===== src/sv/hrv_pkg.sv =====
// Shared types, constants and helper functions of the reset vector relocator.
package hrv_pkg;

  localparam logic [7:0] CHAR_LF    = 8'h0A;
  localparam logic [9:0] POS_MAX    = 10'd1023;
  localparam logic [9:0] DATA_START = 10'd9;
  localparam logic [7:0] RJMP_OP    = 8'hC0;
  localparam logic [7:0] VEC_MASK   = 8'hFE;

  localparam int unsigned CFG_DATA_W  = 16;
  localparam int unsigned CFG_INDEX_W = 1;

  localparam logic [CFG_INDEX_W-1:0] REG_VECTOR_BYTE = 1'd0;
  localparam logic [CFG_INDEX_W-1:0] REG_LOADER_ADDR = 1'd1;

  // One classified character as it travels from front to back.
  typedef struct packed {
    logic [7:0] ch;
    logic [9:0] pos;
    logic [3:0] nib;
    logic       is_lf;
  } word_t;

  // Configuration seen by the back end.
  typedef struct packed {
    logic [7:0]  vector_byte;
    logic [15:0] loader_address;
    logic        jump_load;
    logic [15:0] jump_value;
  } cfg_t;

  function automatic logic [3:0] nib_of(input logic [7:0] c);
    logic [3:0] n;
    n = 4'd0;
    if (c >= 8'h30 && c <= 8'h39) n = 4'(c - 8'h30);
    else if (c >= 8'h41 && c <= 8'h46) n = 4'(c - 8'h37);
    else if (c >= 8'h61 && c <= 8'h66) n = 4'(c - 8'h57);
    return n;
  endfunction

  function automatic logic [7:0] hex_up(input logic [3:0] n);
    logic [7:0] c;
    if (n < 4'd10) c = 8'h30 + {4'd0, n};
    else c = 8'h37 + {4'd0, n};
    return c;
  endfunction

endpackage


===== src/sv/hrv_in_if.sv =====
// Input character channel.
interface hrv_in_if;
  logic       valid;
  logic       ready;
  logic [7:0] in_char;

  modport source (output valid, output in_char, input ready);
  modport sink (input valid, input in_char, output ready);
endinterface


===== src/sv/hrv_out_if.sv =====
// Output character channel.
interface hrv_out_if;
  logic       valid;
  logic       ready;
  logic [7:0] out_char;

  modport source (output valid, output out_char, input ready);
  modport sink (input valid, input out_char, output ready);
endinterface


===== src/sv/hrv_front.sv =====
// Front end: accept characters, track line position and decode hex digits.
module hrv_front
  import hrv_pkg::*;
(
  input  logic   clk,
  input  logic   rst,
  hrv_in_if.sink rx,
  input  logic   q_ready,
  output logic   q_push,
  output word_t  q_word
);

  logic [9:0] line_pos;
  logic       is_lf;

  assign is_lf    = (rx.in_char == CHAR_LF);
  assign rx.ready = q_ready;
  assign q_push   = rx.valid && q_ready;

  assign q_word.ch    = rx.in_char;
  assign q_word.pos   = line_pos;
  assign q_word.nib   = nib_of(rx.in_char);
  assign q_word.is_lf = is_lf;

  always_ff @(posedge clk) begin
    if (rst) begin
      line_pos <= '0;
    end else if (q_push) begin
      // restart on line feed, saturate on overlong lines
      if (is_lf) line_pos <= '0;
      else if (line_pos != POS_MAX) line_pos <= line_pos + 10'd1;
    end
  end

endmodule


===== src/sv/hrv_queue.sv =====
// Two-entry queue between front and back end.
module hrv_queue
  import hrv_pkg::*;
(
  input  logic  clk,
  input  logic  rst,
  input  logic  push,
  input  word_t push_word,
  output logic  push_ready,
  input  logic  pop,
  output logic  pop_valid,
  output word_t pop_word
);

  word_t      slots [2];
  logic       wr_ptr;
  logic       rd_ptr;
  logic [1:0] fill;

  assign push_ready = (fill != 2'd2);
  assign pop_valid  = (fill != 2'd0);
  assign pop_word   = slots[rd_ptr];

  always_ff @(posedge clk) begin
    if (push) slots[wr_ptr] <= push_word;
  end

  always_ff @(posedge clk) begin
    if (rst) begin
      wr_ptr <= 1'b0;
      rd_ptr <= 1'b0;
      fill   <= 2'd0;
    end else begin
      if (push) wr_ptr <= ~wr_ptr;
      if (pop)  rd_ptr <= ~rd_ptr;
      case ({push, pop})
        2'b10:   fill <= fill + 2'd1;
        2'b01:   fill <= fill - 2'd1;
        default: fill <= fill;
      endcase
    end
  end

endmodule


===== src/sv/hrv_back.sv =====
// Back end: parse record header, patch data bytes and checksum, drive output.
module hrv_back
  import hrv_pkg::*;
(
  input  logic       clk,
  input  logic       rst,
  input  cfg_t       cfg,
  input  logic       q_valid,
  input  word_t      q_word,
  output logic       q_pop,
  hrv_out_if.source  tx
);

  logic [7:0]  rec_count, rec_count_next;
  logic [15:0] rec_addr, rec_addr_next;
  logic [7:0]  rec_kind, rec_kind_next;
  logic [7:0]  run_sum, run_sum_next;
  logic [3:0]  digit_hold, digit_hold_next;
  logic        reset_rec, reset_rec_next;
  logic        vec_hit, vec_hit_next;
  logic [7:0]  vec_offset, vec_offset_next;
  logic        rec_patched, rec_patched_next;
  logic [15:0] saved_jump, saved_jump_next;
  logic [7:0]  low_hold, low_hold_next;

  logic        take;
  logic [7:0]  o;
  logic [7:0]  b;
  logic [9:0]  d;
  logic [8:0]  k;
  logic        half;
  logic [15:0] v;
  logic [15:0] v_diff;
  logic [15:0] w;
  logic [15:0] sj_sub;
  logic        rep;
  logic [7:0]  r;
  logic [7:0]  neg_sum;

  assign take  = q_valid && (!tx.valid || tx.ready);
  assign q_pop = take;

  always_comb begin
    rec_count_next   = rec_count;
    rec_addr_next    = rec_addr;
    rec_kind_next    = rec_kind;
    run_sum_next     = run_sum;
    digit_hold_next  = digit_hold;
    reset_rec_next   = reset_rec;
    vec_hit_next     = vec_hit;
    vec_offset_next  = vec_offset;
    rec_patched_next = rec_patched;
    saved_jump_next  = saved_jump;
    low_hold_next    = low_hold;
    o       = q_word.ch;
    b       = {digit_hold, q_word.nib};
    d       = q_word.pos - DATA_START;
    k       = d[9:1];
    half    = d[0];
    v       = {8'd0, cfg.vector_byte & VEC_MASK};
    v_diff  = v - rec_addr;
    w       = {1'b0, cfg.loader_address[15:1]} - 16'd1;
    sj_sub  = saved_jump - {9'd0, cfg.vector_byte[7:1]};
    rep     = 1'b0;
    r       = 8'd0;
    neg_sum = 8'd0 - run_sum;

    if (q_word.is_lf) begin
      reset_rec_next   = 1'b0;
      vec_hit_next     = 1'b0;
      rec_patched_next = 1'b0;
    end else if (q_word.pos >= 10'd1 && q_word.pos <= 10'd8) begin
      if (q_word.pos[0]) begin
        digit_hold_next = q_word.nib;
        if (q_word.pos == 10'd1) run_sum_next = 8'd0;
      end else begin
        run_sum_next = run_sum + b;
        case (q_word.pos[2:1])
          2'd1: rec_count_next = b;
          2'd2: rec_addr_next = {b, 8'd0};
          2'd3: rec_addr_next = {rec_addr[15:8], b};
          default: begin
            // record type: classify the record once
            rec_kind_next  = b;
            reset_rec_next = (cfg.vector_byte != 8'd0) && (rec_addr == 16'd0) &&
                             (b == 8'd0) && (rec_count >= 8'd2);
            vec_hit_next   = (cfg.vector_byte != 8'd0) && (v != 16'd0) && (b == 8'd0) &&
                             (rec_count != 8'd0) && (v >= rec_addr) &&
                             (v_diff < {8'd0, rec_count});
            vec_offset_next  = vec_hit_next ? v_diff[7:0] : 8'd0;
            rec_patched_next = reset_rec_next || vec_hit_next;
          end
        endcase
      end
    end else if (q_word.pos >= DATA_START) begin
      if (k < {1'b0, rec_count}) begin
        if (reset_rec && k <= 9'd1) begin
          rep = 1'b1;
          r   = (k == 9'd0) ? w[7:0] : (RJMP_OP | {4'd0, w[11:8]});
        end else if (vec_hit && k == {1'b0, vec_offset}) begin
          rep = 1'b1;
          if (!half) begin
            saved_jump_next = sj_sub;
            r = sj_sub[7:0];
          end else begin
            r = saved_jump[7:0];
          end
        end else if (vec_hit && k == {1'b0, vec_offset} + 9'd1) begin
          rep = 1'b1;
          r   = RJMP_OP | {4'd0, saved_jump[11:8]};
        end
        if (!half) begin
          digit_hold_next = q_word.nib;
        end else begin
          if (reset_rec && k == 9'd0) low_hold_next = b;
          if (reset_rec && k == 9'd1) saved_jump_next = {4'd0, b[3:0], low_hold};
          run_sum_next = run_sum + (rep ? r : b);
        end
        if (rep) o = hex_up(half ? r[3:0] : r[7:4]);
      end else if (k == {1'b0, rec_count} && rec_patched) begin
        o = hex_up(half ? neg_sum[3:0] : neg_sum[7:4]);
      end
    end
  end

  always_ff @(posedge clk) begin
    if (rst) begin
      rec_count   <= '0;
      rec_addr    <= '0;
      rec_kind    <= '0;
      run_sum     <= '0;
      digit_hold  <= '0;
      reset_rec   <= 1'b0;
      vec_hit     <= 1'b0;
      vec_offset  <= '0;
      rec_patched <= 1'b0;
      saved_jump  <= '0;
      low_hold    <= '0;
      tx.valid    <= 1'b0;
    end else begin
      if (take) begin
        rec_count   <= rec_count_next;
        rec_addr    <= rec_addr_next;
        rec_kind    <= rec_kind_next;
        run_sum     <= run_sum_next;
        digit_hold  <= digit_hold_next;
        reset_rec   <= reset_rec_next;
        vec_hit     <= vec_hit_next;
        vec_offset  <= vec_offset_next;
        rec_patched <= rec_patched_next;
        low_hold    <= low_hold_next;
        tx.valid    <= 1'b1;
      end else if (tx.ready) begin
        tx.valid <= 1'b0;
      end
      if (cfg.jump_load) saved_jump <= cfg.jump_value;
      else if (take) saved_jump <= saved_jump_next;
    end
  end

  always_ff @(posedge clk) begin
    if (take) tx.out_char <= o;
  end

endmodule


===== src/sv/hex_reset_vector_relocator.sv =====
// Top level of the Intel HEX reset vector relocator.
// A word accepted on rx is written into the queue, then taken by the back end into the
// output register, which presents it on tx.
// Throughput: one word per cycle unless tx stalls; the record parser is combinational.
// The two-entry queue and the output register hold up to three words; rx.ready drops only
// once all three are full, i.e. at most two words after tx stalls.
// Reset (rst, synchronous, active high) clears line position, record state,
// the saved jump and both configuration registers.
module hex_reset_vector_relocator
  import hrv_pkg::*;
(
  input  logic                   clk,
  input  logic                   rst,
  hrv_in_if.sink                 rx,
  hrv_out_if.source              tx,
  input  logic                   cfg_we,
  input  logic [CFG_INDEX_W-1:0] cfg_index,
  input  logic [CFG_DATA_W-1:0]  cfg_data
);

  logic [7:0]  vector_byte;
  logic [15:0] loader_address;
  cfg_t        cfg;

  logic        f_push;
  word_t       f_word;
  logic        q_ready;
  logic        q_valid;
  word_t       q_word;
  logic        q_pop;

  // Configuration registers; a loader address write also preloads the saved jump.
  always_ff @(posedge clk) begin
    if (rst) begin
      vector_byte    <= '0;
      loader_address <= '0;
    end else if (cfg_we) begin
      case (cfg_index)
        REG_VECTOR_BYTE: vector_byte    <= cfg_data[7:0];
        REG_LOADER_ADDR: loader_address <= cfg_data;
        default:         vector_byte    <= vector_byte;
      endcase
    end
  end

  assign cfg.vector_byte    = vector_byte;
  assign cfg.loader_address = loader_address;
  assign cfg.jump_load      = cfg_we && (cfg_index == REG_LOADER_ADDR);
  assign cfg.jump_value     = cfg_data;

  // Front: count line position and decode the hex digit of each word.
  hrv_front u_front (
    .clk     (clk),
    .rst     (rst),
    .rx      (rx),
    .q_ready (q_ready),
    .q_push  (f_push),
    .q_word  (f_word)
  );

  // Short queue: lets the front keep accepting while the back waits on tx.
  hrv_queue u_queue (
    .clk        (clk),
    .rst        (rst),
    .push       (f_push),
    .push_word  (f_word),
    .push_ready (q_ready),
    .pop        (q_pop),
    .pop_valid  (q_valid),
    .pop_word   (q_word)
  );

  // Back: parse the record, substitute jump bytes and checksum, hold the output word.
  hrv_back u_back (
    .clk     (clk),
    .rst     (rst),
    .cfg     (cfg),
    .q_valid (q_valid),
    .q_word  (q_word),
    .q_pop   (q_pop),
    .tx      (tx)
  );

endmodule


===== src/flat_wrapper.sv =====
// flat-port wrapper written by rule: the top's interface ports become plain ports
module hex_reset_vector_relocator_flat import hrv_pkg::*;
  (clk, rst, cfg_we, cfg_index, cfg_data, rx_valid, rx_in_char, rx_ready, tx_valid, tx_out_char, tx_ready);
  hrv_in_if rx_i ();
  hrv_out_if tx_i ();
  input  logic clk;
  input  logic rst;
  input  logic cfg_we;
  input  logic [CFG_INDEX_W-1:0] cfg_index;
  input  logic [CFG_DATA_W-1:0] cfg_data;
  input wire logic [$bits(rx_i.valid)-1:0] rx_valid;
  input wire logic [$bits(rx_i.in_char)-1:0] rx_in_char;
  output wire logic [$bits(rx_i.ready)-1:0] rx_ready;
  output wire logic [$bits(tx_i.valid)-1:0] tx_valid;
  output wire logic [$bits(tx_i.out_char)-1:0] tx_out_char;
  input wire logic [$bits(tx_i.ready)-1:0] tx_ready;
  assign rx_i.valid = rx_valid;
  assign rx_i.in_char = rx_in_char;
  assign rx_ready = rx_i.ready;
  assign tx_valid = tx_i.valid;
  assign tx_out_char = tx_i.out_char;
  assign tx_i.ready = tx_ready;
  hex_reset_vector_relocator u_core (.clk(clk), .rst(rst), .rx(rx_i), .tx(tx_i), .cfg_we(cfg_we), .cfg_index(cfg_index), .cfg_data(cfg_data));
endmodule

===== config.mk =====
export PLATFORM = sky130hd
export DESIGN_NAME = hex_reset_vector_relocator_flat
export DESIGN_NICKNAME = d
export VERILOG_FILES = /design/src/sv/hrv_pkg.sv /design/src/sv/hrv_in_if.sv /design/src/sv/hrv_out_if.sv /design/src/sv/hrv_front.sv /design/src/sv/hrv_queue.sv /design/src/sv/hrv_back.sv /design/src/sv/hex_reset_vector_relocator.sv /design/src/flat_wrapper.sv
export SDC_FILE = /design/constraint.sdc
export NUM_CORES = 1
export LEC_CHECK = 0
export BUFFER_PORTS_ARGS = -buffer_cell sky130_fd_sc_hd__buf_4
export CORE_ASPECT_RATIO = 0.5
export CORE_UTILIZATION = 40
export CTS_CLUSTER_DIAMETER = 100
export DETAILED_ROUTE_END_ITERATION = 10
export PLACE_DENSITY_LB_ADDON = 0.08
export SYNTH_ARGS = -nofsm -noshare
export SYNTH_HDL_FRONTEND = slang
export SYNTH_SLANG_ARGS = --single-unit

===== constraint.sdc =====
create_clock -name clk -period 7.97 [get_ports clk]
set_clock_uncertainty 0.2 [all_clocks]
set_input_delay 1.1955 -clock clk [delete_from_list [all_inputs] [get_ports clk]]
set_output_delay 1.1955 -clock clk [all_outputs]
set_load 0.01 [all_outputs]

# ---- Word-level counts from Yosys, hierarchy flattened
# Memories as Yosys holds them, arrays and structs flattened. A register that Yosys moved wholly into a read port is not among the register bits.
# Index checks and enable logic that the tools add are counted.
dict set report op_classes {
  add_sub_neg 18
  magnitude_cmp 16
  bitwise 8
  n_reduce_logical 55
  muxes 75
  n_eq_ne 20
}
# operator n
set op_table {}
lappend op_table {{$mux 8} 23}
lappend op_table {{$mux 16} 11}
lappend op_table {{$mux 4} 10}
lappend op_table {{$pmux 16 s2} 1}
lappend op_table {{$add 6x4->7 const A} 4}
lappend op_table {{$mux 1} 25}
lappend op_table {{$reduce_bool 2->1} 12}
lappend op_table {{$reduce_bool 8->1} 3}
lappend op_table {{$logic_and 1x1->1} 21}
lappend op_table {{$mux 10} 2}
lappend op_table {{$reduce_and 5->1} 4}
lappend op_table {{$eq 9x8->1} 2}
lappend op_table {{$reduce_and 6->1} 3}
lappend op_table {{$add 8x8->8} 2}
lappend op_table {{$ge 8x16->1} 1}
lappend op_table {{$ge 8x7->1 const B} 2}
lappend op_table {{$le 8x7->1 const B} 2}
lappend op_table {{$logic_not 16->1} 1}
lappend op_table {{$lt 16x8->1} 1}
lappend op_table {{$sub 16x7->16} 1}
lappend op_table {{$sub 8x16->16} 1}
lappend op_table {{$mux 7} 2}
lappend op_table {{$sub 12x1->12 const B} 1}
lappend op_table {{$add 10x1->10 const B} 1}
lappend op_table {{other kinds (36)} 56}
dict set report word_totals {
  out_inout_bits 10
  n_memories 1
  elab_cells 212
  ramBits 46
  register_bits 115
  inputBits 30
}
# name depth width read_ports rd_ports_with_merged_regs wr line
set memory_table {}
lappend memory_table {u_core.u_queue.slots 2 23 1 1 1 hrv_queue.sv:15} ;# word_t slots [2];

# ---- Longest topological paths before layout
dict set report depth {
  depth_word 18
  ltp_mapped 29
  mapped_depth_nobuf 22
}

# ---- Hierarchy
# A second synthesis with hierarchy kept.
dict set report unflattened {
  hier_cells 1181
  hier_area_um2 10674.0
}
# mod instances cells_per_inst seq_area_each_um2 area_each_um2
set by_module_without_submodules {}
lappend by_module_without_submodules {hrv_back 1 884 1601.5 6940.4}
lappend by_module_without_submodules {hrv_queue 1 93 1481.4 1855.5}
lappend by_module_without_submodules {hex_reset_vector_relocator 1 100 480.5 1056.0}
lappend by_module_without_submodules {hrv_front 1 104 200.2 822.0}

# ---- Worst setup path after synthesis
# Ideal clock, no wire load.
dict set report synth_timing {
  path_kind {flip-flop to flip-flop}
  from {reg with a tool-made name}
  to {reg u_core.u_back.run_sum[7]}
  path_stages_with_launch 26
  period_less_slack_ns 5.759
  setup_ns 0.136
  arrival_time_ns 5.423
  setup_slack_ns 2.211
  n_path_buf 5
  t_required_ns 7.634
  cell_sequence {dfxtp_1 > buf_6 > buf_12 > buf_4 > buf_1 > mux2i_1 > ha_1 > clkbuf_1 > a21oi_2 > xnor3_1 > xnor2_1 > o2111ai_1 > a2111oi_4 > nor2_2 > a21oi_1 > ha_1 > a21o_1 > a21oi_1 > o21bai_1 > a21oi_1 > o21bai_1 > a21oi_1 > xnor2_1 > xnor2_1 > a211oi_1 > a211oi_1}
}
# element line
set synth_lines {}
lappend synth_lines {{to (signal assigned)} hrv_back.sv:145} ;# run_sum <= run_sum_next;
lappend synth_lines {{to (decl)} hrv_back.sv:17} ;# logic [7:0] run_sum, run_sum_next;

==> out/results.ini <==
[detailed_routing]
via_per_inst = 5.56
via_count = 8344
drt-total-wl_microns = 28200
ant_nets = 0
drcViolationCount = 0
drt_iter0_markers = 653
drt-wirelength-per-cell_microns = 18.8
drtPass1Iterations = 5

[power]
ir_drop_mv = 0.164
finalPower_uw = 3130
power_density_mw_per_mm2 = 278
p_leak_uw = 0.00429

[clock_network]
clock_latency_ns = 0.46
cts_tree = yes
cts_made_buffers = 17
postCtsHoldBufs = 0
htree_num_levels = 4
clkTransAtPathRegs_ns = 0.07
cts_sinks = 157
cts_setup_buffers = 0
cts-root-buf = clkbuf_16
cts_buffer_depth = 2
cts_resized = 0

[timing]
fin_tns_setup_ns = 0
rsz0062_at_grt = no
hold_viol = 0
fin_worst_hold_slack_ns = 0.275
maxSlewHeadroom = 0.175
min_period_ns = 6.38
period_share = 0.800
finalSetupViolCount = 0
max_freq_mhz = 157
tightest_slew_ns = 1.23
fin_ws_ns = 1.59
drv_slew = 0

[logic_synthesis]
yosys_warnings = 0
postSynth.asyncResetShare = 0
synth_edf_count = 54
synth_ff_type = dfxtp_1
ys_ff_latch = 157
ys_seq_area_frac = 0.366
synthCells = 1129
avgSynthCellArea_sq_um = 8.91
syn_nets = 1220
synth_cell_types = 89
syn_area_sq_mm = 0.0101

[floorplan]
num_rows = 40
initial_core_util = 0.414
dieWidth_microns = 226
core_area_sq_mm = 0.0243
die_y_microns = 114
die_area_sq_mm = 0.0258
io_pins = 40

[setup_path]
startpoint_type = flip-flop
reg2reg_depth = 19
crit_fanout = 20
crit_cells = 19
crit_buf_inv = 0
arrival_ns = 6.47
slowest_delay_ns = 0.85
setup.worst_path.class = reg2reg
r2r_setup_slack_ns = 1.59
endpoint = u_core.u_back.run_sum[7]
crit_chain = mux2i_1 > ha_1 > a21oi_2 > xnor3_1 > xnor2_1 > o2111ai_1 > a2111oi_4 > nand2b_1 > o21ai_0 > ha_1 > a21oi_1 > o21bai_1 > a21oi_1 > o21bai_1 > a21oi_1 > xnor2_1 > xnor2_1 > a211oi_1 > a211oi_1
cp.required_ns = 8.07
critPathSlowestCell = a2111oi_4
critPathTopFamily = compound AO/OA/AOI/OAI gates
r2r-end = u_core.u_back.run_sum[7]
end_kind = flip-flop

[min_path]
hp-class = reg2reg

[cells_and_area]
drive_gt1_frac = 0.125
final_cell_mix = nor2_1 (130), dfxtp_1 (102), nand2_1 (98)
insertedDiodeCount = 0
final_area_sq_mm = 0.0113
num-nets-final = 1242
area_delta_synth_final_pct = 11.8
layout_commonest_cell = nor2_1

[global_route]
track_usage = 0.229
grt_pass1_wl_microns = 44900
grt_pass1_vias = 8021
antenna_found_initial = 0
grt_max_degree = 81
grt_overflow = 0

[placed_design]
place.gp.congestion = 0.889
dp_slack_ns = 1.60
portBuffers = 36
hpwl_microns = 21000
placed_cell_area_sq_mm = 0.0107

[job]
drv_cap = 0

[run_status]
status = complete, no violations

-- how the worst min path moves through the flow --
stage	slack, ns	from	end	cells after the start
after global routing	0.30	u_core.u_back.rec_addr[7]	u_core.u_back.rec_addr[7]	2
final	0.27	u_core.u_back.rec_addr[4]	u_core.u_back.rec_addr[4]	2
after detailed placement	0.26	u_core.u_back.rec_addr[7]	u_core.u_back.rec_addr[7]	2
after CTS	0.27	u_core.u_back.rec_addr[7]	u_core.u_back.rec_addr[7]	2
after floorplan	0.24	u_core.u_back.rec_addr[6]	u_core.u_back.rec_addr[6]	2
after global placement	0.26	u_core.u_back.rec_addr[7]	u_core.u_back.rec_addr[7]	2
-- report_power, final --
part	internal (uW)	switching, uW	leakage [uW]
Combinational	497	774	0.00265
Sequential	935	79.7	0.00135
Clock	447	399	0.000289
Total	1880	1250	0.00429
-- cells by family after synthesis --
| family | count (synthesis) | share of synthesized area |
|---|---|---|
| xor+xnor | 70 | 0.0696 |
| simple gates | 389 | 0.191 |
| mux | 48 | 0.0541 |
| flops | 157 | 0.366 |
| fa+ha+maj | 61 | 0.0788 |
| compound gates | 294 | 0.195 |
| buf+inv | 110 | 0.0456 |
-- state kept, by name (all words and copies together) (netlist names), 4 cells and up, named ones only --
register,flops
u_core.u_front.line_pos,10
u_core.u_back.rec_addr,16
u_core.u_back.vec_offset,8
u_core.loader_address,12
u_core.u_back.rec_count,8
u_core.u_back.run_sum,8
u_core.u_back.digit_hold,4
u_core.u_back.saved_jump,12
u_core.u_queue.slots,46
u_core.u_back.tx.out_char,8
u_core.u_back.low_hold,8
u_core.vector_byte,8
-- per-stage QoR --
stage	util	std cells
after floorplan	-	1129
after CTS	0.463	1500
after detailed placement	0.438	1468
final	0.463	1500
after global placement	0.438	1468
after global routing	0.463	1500
-- layer usage --
layer | wire, microns | vias up | track usage
met5 | 0 | - | 0
met1 | 14000 | 4004 | 0.325
met2 | 12300 | 183 | 0.352
li1 | - | 4130 | -
met3 | 1580 | 27 | 0.0536
met4 | 295 | 0 | 0.0554
-- cells in the mapped netlist (all sizes together), types with 15 or more instances --
library cell / n / share of area
ha: 57 / 0.071
o21ai: 56 / 0.028
nand3: 25 / 0.012
edfxtp: 54 / 0.16
nor3: 26 / 0.014
a21oi: 95 / 0.048
nor2: 133 / 0.050
dfxtp: 103 / 0.20
xnor2: 39 / 0.036
mux2i: 38 / 0.042
or3: 15 / 0.010
nor4: 21 / 0.016
clkbuf: 29 / 0.011
a211oi: 20 / 0.015
buf: 18 / 0.011
nand2: 99 / 0.037
xor2: 26 / 0.023
inv: 63 / 0.024
-- worst reg2reg max path, cell delays in order (launching register included) --
cell and delay, ns:
dfxtp_2 0.74, mux2i_1 0.67, ha_1 0.49, a21oi_2 0.13
xnor3_1 0.39, xnor2_1 0.22, o2111ai_1 0.19, a2111oi_4 0.85
nand2b_1 0.46, o21ai_0 0.17, ha_1 0.34, a21oi_1 0.23
o21bai_1 0.09, a21oi_1 0.23, o21bai_1 0.10, a21oi_1 0.17
xnor2_1 0.15, xnor2_1 0.10, a211oi_1 0.23, a211oi_1 0.07
-- final cells by class --
type,count,area (sq um)
fill,2412,13100
tap,336,420
inverter,63,236
clock inverter,15,173
clock buffer,17,425
sequential,157,3680
multi-input combinational,862,5940
timing repair buffer,50,375
(Power assumes the default switching activity.)
